<file path="src/hdl/frame_bitmap_allocator_unit_macros.svh">
// ---------------------------------------------------------------------------
// Frame bitmap allocator assertion macros
// Shared concurrent assertion forms, clocked on i_clk, off during reset.
// ---------------------------------------------------------------------------
`ifndef FRAME_BITMAP_ALLOCATOR_UNIT_MACROS_SVH
`define FRAME_BITMAP_ALLOCATOR_UNIT_MACROS_SVH

// same-cycle implication
`define FBA_ASSERT_NOW(label, ante, cons, msg) \
    label: assert property (@(posedge i_clk) disable iff (!i_rst_n) \
        (ante) |-> (cons)) else $error(msg);

// next-cycle implication
`define FBA_ASSERT_NEXT(label, ante, cons, msg) \
    label: assert property (@(posedge i_clk) disable iff (!i_rst_n) \
        (ante) |=> (cons)) else $error(msg);

`endif

</file>
<file path="src/hdl/fba_pkg.sv">
// ---------------------------------------------------------------------------
// Frame bitmap allocator package
// Widths, codes and the command/status bundles between control and datapath.
// ---------------------------------------------------------------------------
package fba_pkg;

    localparam int MAX_FRAMES = 64;
    localparam int FRAME_W    = $clog2(MAX_FRAMES);
    localparam int CNT_W      = $clog2(MAX_FRAMES + 1);
    localparam int PAGE_W     = 13;
    localparam int WORD_W     = 19;
    localparam int IDX_W      = 7;
    localparam int STATUS_W   = 3;
    localparam int CFG_IDX_W  = 1;
    localparam int CFG_DATA_W = 13;
    localparam int PROD_W     = CNT_W + PAGE_W;

    localparam logic OP_ALLOC   = 1'b0;
    localparam logic OP_RELEASE = 1'b1;

    localparam logic [CFG_IDX_W-1:0] REG_FRAMES_IN_USE = 1'd0;
    localparam logic [CFG_IDX_W-1:0] REG_PAGE_WORDS    = 1'd1;

    localparam logic [STATUS_W-1:0] ST_ALLOC    = 3'd0;
    localparam logic [STATUS_W-1:0] ST_TOO_BIG  = 3'd1;
    localparam logic [STATUS_W-1:0] ST_NO_FREE  = 3'd2;
    localparam logic [STATUS_W-1:0] ST_RELEASED = 3'd3;
    localparam logic [STATUS_W-1:0] ST_IGNORED  = 3'd4;

    localparam logic [CNT_W-1:0]  RST_FRAMES = CNT_W'(MAX_FRAMES);
    localparam logic [PAGE_W-1:0] RST_PAGE   = 13'd16;

    typedef struct packed {
        logic capture;      // latch the input word
        logic calc;         // register the limit products
        logic emit_single;  // one-result outcome of an allocate
        logic scan_init;    // start the map scan
        logic claim;        // take the frame at the scan pointer
        logic skip;         // step past an occupied frame
        logic free_frame;   // perform a release word
    } t_cmd;

    typedef struct packed {
        logic op;
        logic too_big;
        logic zero_req;
        logic no_free;
        logic cur_free;
        logic claim_last;
        logic out_free;
    } t_sts;

endpackage

</file>
<file path="src/hdl/fba_ctrl.sv">
// ---------------------------------------------------------------------------
// Frame bitmap allocator controller
// Sequences capture, limit check, the first-fit map scan and releases.
// ---------------------------------------------------------------------------
`include "frame_bitmap_allocator_unit_macros.svh"

module fba_ctrl (
    input  logic           i_clk,
    input  logic           i_rst_n,
    input  logic           i_valid,
    output logic           o_ready,
    input  fba_pkg::t_sts  i_sts,
    output fba_pkg::t_cmd  o_cmd
);
    import fba_pkg::*;

    localparam logic [1:0] S_IDLE   = 2'd0;
    localparam logic [1:0] S_CALC   = 2'd1;
    localparam logic [1:0] S_DECIDE = 2'd2;
    localparam logic [1:0] S_SCAN   = 2'd3;

    logic [1:0] r_state;
    logic [1:0] n_state;

    always_comb begin
        n_state = r_state;
        o_cmd   = '0;
        o_ready = 1'b0;
        case (r_state)
            S_IDLE: begin
                o_ready = 1'b1;
                if (i_valid) begin
                    o_cmd.capture = 1'b1;
                    n_state       = S_CALC;
                end
            end
            S_CALC: begin
                o_cmd.calc = 1'b1;
                n_state    = S_DECIDE;
            end
            S_DECIDE: begin
                if (i_sts.op == OP_RELEASE) begin
                    if (i_sts.out_free) begin
                        o_cmd.free_frame = 1'b1;
                        n_state          = S_IDLE;
                    end
                end else if (i_sts.too_big || i_sts.zero_req || i_sts.no_free) begin
                    if (i_sts.out_free) begin
                        o_cmd.emit_single = 1'b1;
                        n_state           = S_IDLE;
                    end
                end else begin
                    o_cmd.scan_init = 1'b1;
                    n_state         = S_SCAN;
                end
            end
            S_SCAN: begin
                if (!i_sts.cur_free) begin
                    o_cmd.skip = 1'b1;
                end else if (i_sts.out_free) begin
                    o_cmd.claim = 1'b1;
                    if (i_sts.claim_last) begin
                        n_state = S_IDLE;
                    end
                end
            end
            default: begin
                n_state = S_IDLE;
            end
        endcase
    end

    always_ff @(posedge i_clk) begin
        if (!i_rst_n) begin
            r_state <= S_IDLE;
        end else begin
            r_state <= n_state;
        end
    end

    `FBA_ASSERT_NOW(a_cmd_excl, 1'b1, $onehot0({o_cmd.emit_single, o_cmd.claim, o_cmd.skip, o_cmd.free_frame, o_cmd.scan_init}), "more than one datapath action")
    `FBA_ASSERT_NOW(a_scan_alloc, r_state == S_SCAN, i_sts.op == OP_ALLOC, "scan running for a release word")
    `FBA_ASSERT_NOW(a_calc_after_accept, r_state == S_CALC, $past(r_state) == S_IDLE && $past(i_valid), "limit check without an accepted word")

endmodule

</file>
<file path="src/hdl/fba_datapath.sv">
// ---------------------------------------------------------------------------
// Frame bitmap allocator datapath
// Config registers, free map and count, limit products, scan pointer and
// the output register.
// ---------------------------------------------------------------------------
`include "frame_bitmap_allocator_unit_macros.svh"

module fba_datapath (
    input  logic                              i_clk,
    input  logic                              i_rst_n,
    input  logic                              i_cfg_wen,
    input  logic [fba_pkg::CFG_IDX_W-1:0]     i_cfg_idx,
    input  logic [fba_pkg::CFG_DATA_W-1:0]    i_cfg_wdata,
    input  logic                              i_op,
    input  logic [fba_pkg::WORD_W-1:0]        i_word_count,
    input  logic [fba_pkg::IDX_W-1:0]         i_frame_index,
    input  logic                              i_end_of_list,
    input  fba_pkg::t_cmd                     i_cmd,
    output fba_pkg::t_sts                     o_sts,
    input  logic                              i_ready,
    output logic                              o_valid,
    output logic [fba_pkg::FRAME_W-1:0]       o_frame,
    output logic                              o_frame_valid,
    output logic [fba_pkg::STATUS_W-1:0]      o_status,
    output logic                              o_last,
    output logic                              o_list_done
);
    import fba_pkg::*;

    logic [CNT_W-1:0]      r_frames_in_use;
    logic [PAGE_W-1:0]     r_page_words;
    logic [MAX_FRAMES-1:0] r_free_map;
    logic [CNT_W-1:0]      r_free_count;

    logic                  r_op;
    logic [WORD_W-1:0]     r_words;
    logic [IDX_W-1:0]      r_idx;
    logic                  r_eol;
    logic [PROD_W-1:0]     r_lim_all;
    logic [PROD_W-1:0]     r_lim_free;
    logic [FRAME_W-1:0]    r_scan;
    logic [WORD_W-1:0]     r_remaining;

    logic                  r_o_valid;
    logic [FRAME_W-1:0]    r_o_frame;
    logic                  r_o_frame_valid;
    logic [STATUS_W-1:0]   r_o_status;
    logic                  r_o_last;
    logic                  r_o_list_done;

    logic [CNT_W-1:0]      w_n_eff;
    logic [PAGE_W-1:0]     w_pw_eff;
    logic [CNT_W-1:0]      w_cfg_n;
    logic                  w_in_range;
    logic                  w_rel_was_busy;
    logic                  w_load;
    logic [STATUS_W-1:0]   w_single_status;
    logic [MAX_FRAMES-1:0] w_mask;

    assign w_n_eff  = (r_frames_in_use > CNT_W'(MAX_FRAMES)) ? CNT_W'(MAX_FRAMES)
                                                             : r_frames_in_use;
    assign w_pw_eff = (r_page_words == '0) ? PAGE_W'(1) : r_page_words;
    assign w_cfg_n  = (i_cfg_wdata[CNT_W-1:0] > CNT_W'(MAX_FRAMES)) ? CNT_W'(MAX_FRAMES)
                                                                     : i_cfg_wdata[CNT_W-1:0];

    assign w_in_range     = (r_idx < IDX_W'(w_n_eff));
    assign w_rel_was_busy = !r_free_map[r_idx[FRAME_W-1:0]];

    always_comb begin
        for (int i = 0; i < MAX_FRAMES; i++) begin
            w_mask[i] = (CNT_W'(i) < w_n_eff);
        end
    end

    // need > free frames is the same as words > free * page
    assign o_sts.op         = r_op;
    assign o_sts.too_big    = (PROD_W'(r_words) > r_lim_all);
    assign o_sts.zero_req   = (r_words == '0);
    assign o_sts.no_free    = (PROD_W'(r_words) > r_lim_free);
    assign o_sts.cur_free   = r_free_map[r_scan];
    assign o_sts.claim_last = (r_remaining <= WORD_W'(w_pw_eff));
    assign o_sts.out_free   = !r_o_valid || i_ready;

    assign w_single_status = o_sts.too_big  ? ST_TOO_BIG :
                             o_sts.zero_req ? ST_ALLOC   : ST_NO_FREE;

    assign w_load = i_cmd.emit_single || i_cmd.claim || i_cmd.free_frame;

    // config and map state
    always_ff @(posedge i_clk) begin
        if (!i_rst_n) begin
            r_frames_in_use <= RST_FRAMES;
            r_page_words    <= RST_PAGE;
            r_free_map      <= '1;
            r_free_count    <= RST_FRAMES;
        end else if (i_cfg_wen) begin
            case (i_cfg_idx)
                REG_FRAMES_IN_USE: begin
                    r_frames_in_use <= i_cfg_wdata[CNT_W-1:0];
                    r_free_map      <= '1;
                    r_free_count    <= w_cfg_n;
                end
                REG_PAGE_WORDS: begin
                    r_page_words <= i_cfg_wdata[PAGE_W-1:0];
                end
                default: begin
                end
            endcase
        end else if (i_cmd.claim) begin
            r_free_map[r_scan] <= 1'b0;
            r_free_count       <= r_free_count - CNT_W'(1);
        end else if (i_cmd.free_frame && w_in_range) begin
            r_free_map[r_idx[FRAME_W-1:0]] <= 1'b1;
            if (w_rel_was_busy) begin
                r_free_count <= r_free_count + CNT_W'(1);
            end
        end
    end

    // working registers
    always_ff @(posedge i_clk) begin
        if (i_cmd.capture) begin
            r_op    <= i_op;
            r_words <= i_word_count;
            r_idx   <= i_frame_index;
            r_eol   <= i_end_of_list;
        end
        if (i_cmd.calc) begin
            r_lim_all  <= PROD_W'(w_n_eff) * PROD_W'(w_pw_eff);
            r_lim_free <= PROD_W'(r_free_count) * PROD_W'(w_pw_eff);
        end
        if (i_cmd.scan_init) begin
            r_scan      <= '0;
            r_remaining <= r_words;
        end else if (i_cmd.claim || i_cmd.skip) begin
            r_scan <= r_scan + FRAME_W'(1);
            if (i_cmd.claim) begin
                r_remaining <= r_remaining - WORD_W'(w_pw_eff);
            end
        end
    end

    // output register
    always_ff @(posedge i_clk) begin
        if (!i_rst_n) begin
            r_o_valid <= 1'b0;
        end else if (w_load) begin
            r_o_valid <= 1'b1;
        end else if (i_ready) begin
            r_o_valid <= 1'b0;
        end
    end

    always_ff @(posedge i_clk) begin
        if (i_cmd.emit_single) begin
            r_o_frame       <= '0;
            r_o_frame_valid <= 1'b0;
            r_o_status      <= w_single_status;
            r_o_last        <= 1'b1;
            r_o_list_done   <= 1'b0;
        end else if (i_cmd.claim) begin
            r_o_frame       <= r_scan;
            r_o_frame_valid <= 1'b1;
            r_o_status      <= ST_ALLOC;
            r_o_last        <= o_sts.claim_last;
            r_o_list_done   <= 1'b0;
        end else if (i_cmd.free_frame) begin
            r_o_frame       <= w_in_range ? r_idx[FRAME_W-1:0] : '0;
            r_o_frame_valid <= w_in_range;
            r_o_status      <= w_in_range ? ST_RELEASED : ST_IGNORED;
            r_o_last        <= 1'b1;
            r_o_list_done   <= r_eol;
        end
    end

    assign o_valid       = r_o_valid;
    assign o_frame       = r_o_frame;
    assign o_frame_valid = r_o_frame_valid;
    assign o_status      = r_o_status;
    assign o_last        = r_o_last;
    assign o_list_done   = r_o_list_done;

    `FBA_ASSERT_NOW(a_count_matches_map, 1'b1, $countones(r_free_map & w_mask) == int'(r_free_count), "free count differs from map")
    `FBA_ASSERT_NOW(a_count_bound, 1'b1, r_free_count <= w_n_eff, "free count above frame count")
    `FBA_ASSERT_NEXT(a_claim_clears, i_cmd.claim, !r_free_map[$past(r_scan)], "claimed frame still free")

endmodule

</file>
<file path="src/hdl/frame_bitmap_allocator_unit.sv">
// Allocate: limit check in the calc and decide states, then one map entry per
//   cycle from frame 0 until the last needed frame is taken; a claim waits
//   for a free output. Failed, zero-word and release words end in decide.
// One result word per cycle, i_ready permitting, from a registered output stage.
// Synchronous active-low reset: all frames free, 64 frames, 16 words per page.
// ---------------------------------------------------------------------------
// Frame bitmap allocator
// First-fit page-frame allocator over a free bitmap.
// ---------------------------------------------------------------------------
module frame_bitmap_allocator_unit (
    input  logic                              i_clk,
    input  logic                              i_rst_n,
    input  logic                              i_cfg_wen,
    input  logic [fba_pkg::CFG_IDX_W-1:0]     i_cfg_idx,
    input  logic [fba_pkg::CFG_DATA_W-1:0]    i_cfg_wdata,
    input  logic                              i_valid,
    output logic                              o_ready,
    input  logic                              i_op,
    input  logic [fba_pkg::WORD_W-1:0]        i_word_count,
    input  logic [fba_pkg::IDX_W-1:0]         i_frame_index,
    input  logic                              i_end_of_list,
    output logic                              o_valid,
    input  logic                              i_ready,
    output logic [fba_pkg::FRAME_W-1:0]       o_frame,
    output logic                              o_frame_valid,
    output logic [fba_pkg::STATUS_W-1:0]      o_status,
    output logic                              o_last,
    output logic                              o_list_done
);
    import fba_pkg::*;

    t_cmd w_cmd;
    t_sts w_sts;

    fba_ctrl u_ctrl (
        .i_clk   (i_clk),
        .i_rst_n (i_rst_n),
        .i_valid (i_valid),
        .o_ready (o_ready),
        .i_sts   (w_sts),
        .o_cmd   (w_cmd)
    );

    fba_datapath u_dp (
        .i_clk         (i_clk),
        .i_rst_n       (i_rst_n),
        .i_cfg_wen     (i_cfg_wen),
        .i_cfg_idx     (i_cfg_idx),
        .i_cfg_wdata   (i_cfg_wdata),
        .i_op          (i_op),
        .i_word_count  (i_word_count),
        .i_frame_index (i_frame_index),
        .i_end_of_list (i_end_of_list),
        .i_cmd         (w_cmd),
        .o_sts         (w_sts),
        .i_ready       (i_ready),
        .o_valid       (o_valid),
        .o_frame       (o_frame),
        .o_frame_valid (o_frame_valid),
        .o_status      (o_status),
        .o_last        (o_last),
        .o_list_done   (o_list_done)
    );

endmodule
</file>
<file path="config.mk">
export PLATFORM = sky130hd
export DESIGN_NAME = frame_bitmap_allocator_unit
export DESIGN_NICKNAME = d
export VERILOG_FILES = /design/src/hdl/fba_pkg.sv /design/src/hdl/fba_ctrl.sv /design/src/hdl/fba_datapath.sv /design/src/hdl/frame_bitmap_allocator_unit.sv
export VERILOG_INCLUDE_DIRS = /design/src /design/src/hdl
export SDC_FILE = /design/constraint.sdc
export NUM_CORES = 1
export LEC_CHECK = 0
export ABC_CLOCK_PERIOD_IN_PS = 6600
export BUFFER_PORTS_ARGS = -buffer_cell sky130_fd_sc_hd__buf_2
export CAP_MARGIN = 5
export CORE_ASPECT_RATIO = 1.4
export CORE_MARGIN = 10
export CORE_UTILIZATION = 25
export DETAILED_ROUTE_END_ITERATION = 16
export GPL_ROUTABILITY_DRIVEN = 0
export HOLD_SLACK_MARGIN = 0.15
export MAX_ROUTING_LAYER = met4
export SETUP_SLACK_MARGIN = 0.1
export SYNTH_ARGS = -nofsm -noshare
export SYNTH_HDL_FRONTEND = slang
export SYNTH_SLANG_ARGS = --single-unit
</file>
<file path="constraint.sdc">
create_clock -name i_clk -period 6.6 [get_ports i_clk]
set_input_delay 0.33 -clock i_clk [delete_from_list [all_inputs] [get_ports i_clk]]
set_output_delay 0.33 -clock i_clk [all_outputs]
set_load 0.02 [all_outputs]
</file>
# Yosys cells after proc, flatten, opt, wreduce, memory -nomap -nowiden
# Cells that the tools add are included.
# word_totals
register_bits	199
in_bits	47
output_inout_bits	14
word_cells	134
# classes
n_addsub	4
n_mul	2
n_lt_le_gt_ge	10
n_eq_ne	9
mux	60
bitwise	4
reduce_logical	26
# ops
operator	count
2-to-1 mux 64 bit	4
AND 64 bit	1
NOT 64 bit	1
bitwise OR 64 bit	1
2-to-1 mux 19 bit	3
2-to-1 mux 7 bit	7
> comparator 19 x 20 -> 1 bit	2
multiplier 7 x 13 -> 20 bit	2
2-to-1 mux 2 bit	11
2-to-1 mux 1 bit	21
<= comparator 19 x 13 -> 1 bit	1
logical NOT 19 bit	1
subtractor 19 x 13 -> 19 bit	1
2-to-1 mux 6 bit	3
2-to-1 mux 3 bit	5
> comparator 7 bit (second input constant)	2
less-than comparator 6 x 7 -> 1 bit (second input constant)	2
logical NOT 13 bit	1
2-to-1 mux 13 bit	1
binary-select mux 1 bit (select 6 bit)	2
demux 1 bit (select 6 bit)	2
greater-or-equal comparator 6 x 1 -> 1 bit (second input constant)	2
case mux 2 bit (4 select lines)	1
AND reduction 2 bit	4
other kinds (19)	34

# Logic depth before layout (Yosys ltp)
# depth
word_depth	9
ltp_mapped	21
ltp_nobuf	20

# Cells and area by module
# Synthesis repeated with hierarchy kept, for this count alone.
# hier_totals
hier_cells	1970
hier_area_um2	16937.5
# by_module_without_submodules
mod	n_inst	cells_per_inst	area_per_inst_um2	seq_area_each_um2
fba_datapath	1	1950	16772.3	4844.6
fba_ctrl	1	20	165.2	40.0

# Worst setup path before layout
# OpenSTA, ideal clock, no wires.
# synth_timing
path_type	reg2reg
startpoint	register u_dp.r_page_words[1]
endpoint	register u_dp.r_lim_free[19], data pin
setup_time_ns	0.270
t_arrival_ns	4.991
t_required_ns	6.330
slack_ns	1.339
stages_incl_launch_ff	20
period_less_slack_ns	5.261
path_cell_list	dfxtp_1 > nor4_1 > a31oi_1 > inv_1 > clkbuf_1 > nand2_1 > fa_1 > fa_1 > inv_1 > fa_1 > inv_1 > fa_1 > inv_1 > ha_1 > a2111oi_0 > o31ai_1 > a21o_1 > o41a_1 > nor4_1 > a211oi_1
# synth_between
elab_chain_cells	3
# synth_lines
element	line_no	text
start, declared	fba_datapath.sv:31	logic [PAGE_W-1:0] r_page_words;
start signal, assigned	fba_datapath.sv:104	r_page_words <= i_cfg_wdata[PAGE_W-1:0];
logical NOT 13 bit	fba_datapath.sv:62	assign w_pw_eff = (r_page_words == '0) ? PAGE_W'(1) : r_page_words;
2-to-1 mux 13 bit *	fba_datapath.sv:62	
multiplier 7 x 13 -> 20 bit *	fba_datapath.sv:130	r_lim_free <= PROD_W'(r_free_count) * PROD_W'(w_pw_eff);
end signal, assigned	fba_datapath.sv:130	
end, declared	fba_datapath.sv:40	logic [PROD_W-1:0] r_lim_free;
# Mark *: on every way between the ends. The rest lies on a longest branch, timed or not.
# A chain may end at the register's enable or synchronous reset.

# Worst setup path in the final report
# layout_timing
startpoint	register u_dp.r_page_words[5]
endpoint	register u_dp.r_lim_free[19], data pin
# Same word-level chain as after synthesis.

==> impl_metrics.ini <==
[die]
rows = 112
core_area_sq_mm = 0.0666
ios = 61
die_h_microns = 326
die_x_microns = 239
initial_utilization_pct = 25.1
die_area_sq_mm = 0.0778

[final_layout]
multi_input_area_sq_mm = 0.0107
final_common_cell = inv_1
area_delta_synth_final_pct = 13.2
drive_gt1_share_pct = 9.55
final_cell_mix = 208 x inv_1, 177 x nand2_1, 166 x a21oi_1
seqCellArea_sq_mm = 0.00489
nets = 2179
diodes = 0
fillers = 6946

[detailed_routing]
drt_pass1_iterations = 5
postRouteAntennaNets = 0
via_per_inst = 5.09
drt-initial-drc-count = 1230
via_count = 13995
wl_per_cell_microns = 18.7
route.detailed.drc = 0
finalWirelength_microns = 51300

[timing]
fin_hold_ws_ns = 0.229
slew_headroom_pct = 18.5
finClkSkew_ns = 0.0205
hold_viol = 0
tns_ns = 0
fmax_ghz = 0.170
final_max_slew_viol_count = 0
period_needed_ns = 5.87
finalSetupViolCount = 0
rsz0062_at_grt = no
period_share_pct = 88.9
worstMarginPinSlew_ns = 1.22

[clocking]
clock_sinks = 199
cts_buffer_depth = 2
path_clk_slew_ns = 0.08
clk_latency_ns = 0.51
ctsRootBufferMaster = clkbuf_16
cts_tree = done
cts_max_level = 4
cts_buffers = 17

[synth]
synth.distinct_cells = 86
synth.top_cells.by_area = edfxtp_1 16%, fa_1 13%, dfxtp_1 13%
ys_dominant_reg_cell = dfxtp_1
synth_top_cell_area_share_pct = 16.1
synth.largest_area_cell = edfxtp_1
synth_fp_nets = 2129
synth_area_sq_mm = 0.0167
synth-edff-count = 90
netlist_instances = 1833
synth_seq_area_share_pct = 29.2
async_flop_share_pct = 0
postSynthAreaPerCell_sq_um = 9.13
ys_ff_latch = 199
yosysWarnings = 0

[global_routing]
grt_use_met3_pct = 2.75
grt_use_met2_pct = 22.3
grt_pass1_vias = 14575
antenna_found_initial = 2
busiest_layer = met2
grtUsageMet1_pct = 15.8
grt_overflow = 0
grt_usage_pct = 13.6
grt_max_degree = 41
grt_pass1_wl_microns = 80800

[place]
hpwl_microns = 39500
io_buffers = 60

[power_and_ir_drop]
seqPwrFrac_pct = 42.1
p_switching_mw = 1.26
combPwrFrac_pct = 25.8
p_per_area_mw_per_mm2 = 187
p_clk_share_pct = 32.1
p_leak_nw = 8.07
swShare_pct = 35.6
vdd_ir_drop_max_mv = 0.180
power_mw = 3.54
internal_power_mw = 2.28

[setup_path]
crit_required_ns = 6.84
cp.arrival_ns = 6.10
r2r-start = u_dp.r_page_words[5]$_SDFFE_PN0P_
crit_type = reg2reg
start_kind = flip-flop
critPathLaunch = u_dp.r_page_words[5]$_SDFFE_PN0P_
worst_setup_path_end_kind = flip-flop
worstPathMaxFanout = 12

[worst_hold_path]
hold_class = in2reg
min_from = i_rst_n

[run_status]
status = completed

[job]
maxCapViolCount = 0
[registers in the layout, summed over array words and instances, names as in the netlist]
register              flops
u_dp.o_frame              6
u_dp.r_lim_free          20
u_dp.o_valid              1
u_dp.r_frames_in_use      7
u_dp.o_last               1
u_dp.r_scan               6
u_ctrl.r_state            2
u_dp.r_page_words        13
u_dp.o_list_done          1
u_dp.r_remaining         19
u_dp.r_lim_all           20
u_dp.o_frame_valid        1
u_dp.r_free_map          64
u_dp.r_words             19
u_dp.r_eol                1
u_dp.r_op                 1
u_dp.r_idx                7
u_dp.r_free_count         7
u_dp.o_status             3
[per-layer routing]
metal  vias to the layer above  share of wire [%]
li1                       6456                  -
met1                      6880                 41
met2                       514                 49
met3                       145                5.7
met4                         0                4.1
met5                         -                  0
[kinds of logic after synthesis]
kind of cell    synth area share (%)
fa+ha+maj                       23.6
buf+inv                         7.12
simple gates                    17.1
compound gates                  15.6
xor+xnor                        2.88
flops                           29.2
mux                             4.55
[area by class of cell]
type,instances,area share [%]
inverters,214,4.25
clock inverters,15,1.05
flip-flops and latches,199,25.8
multi-input cells,1326,56.3
well taps,855,5.65
repair buffers,125,4.72
clock buffers,17,2.25
[cells in the mapped netlist (all sizes together) (9+ instances only)]
library cell  instances
o31ai                21
nand2               178
nor3                 29
and3                 12
inv                 211
nor2                109
o21ai                44
dfxtp               109
a221o                14
xnor2                36
xor2                 19
and2                 82
mux2i                33
clkbuf               61
nand3b               21
nor4                 11
fa                  110
or3                  16
a21o                 21
buf                  33
a31oi                10
mux2                 24
nand3                29
nor2b                19
a21oi               166
o211ai               26
nand4                13
nand2b               13
a211oi                9
ha                  139
edfxtp               90
[repair_timing]
action	CTS	global route
resized for setup	0	1
hold buffers	42	0
endpoints found under the hold margin	48	0
buffers inserted	0	0
setup endpoints to repair	0	1
[final timing paths]
check / end / slack [ns] / cells after the start
hold reg to reg: u_dp.r_frames_in_use[3]$_SDFFE_PN0P_ / 0.46 / 2
setup / recovery: u_dp.r_lim_free[19]$_DFFE_PN_ / 0.73 / 18
hold / removal: u_dp.r_frames_in_use[6]$_SDFFE_PN1P_ / 0.23 / 2
setup reg to reg: u_dp.r_lim_free[19]$_DFFE_PN_ / 0.73 / 18
[critical path, stage by stage (launching register included)]
cell       delay, ns
dfxtp_1         0.59
nor4_1          0.11
a31oi_1         0.41
inv_1           0.29
nand2_1         0.17
fa_1            0.44
fa_1            0.57
inv_1           0.06
fa_1            0.54
inv_1           0.06
fa_1            0.52
inv_1           0.04
ha_1            0.23
a2111oi_1       0.44
o31ai_1         0.20
a21o_1          0.20
o41a_1          0.36
nor4_1          0.29
a211oi_1        0.08
[through the flow]
stage          cells  setup WS [ns]  utilization, %  area [sq um]
2_1_floorplan   1833           1.34               -         16700
3_3_place_gp    2677          0.854            26.9         17900
3_5_place_dp    2677          0.718            26.9         17900
4_1_cts         2751          0.647            28.5         18900
5_1_grt         2751          0.223            28.5         18900
6_report        2751          0.734            28.5         18900
[power by group through the flow]
| stage | combinational [mW] | clock [mW] | sequential [mW] |
|---|---|---|---|
| floorplan | 0.630 | 0 | 1.46 |
| global placement | 0.869 | 0 | 1.51 |
| detailed placement | 0.884 | 0 | 1.51 |
| CTS | 0.910 | 1.16 | 1.48 |
| global route | 1.00 | 1.21 | 1.50 |
| finish | 0.912 | 1.14 | 1.49 |
No activity file was read; power rests on OpenSTA's default activity.
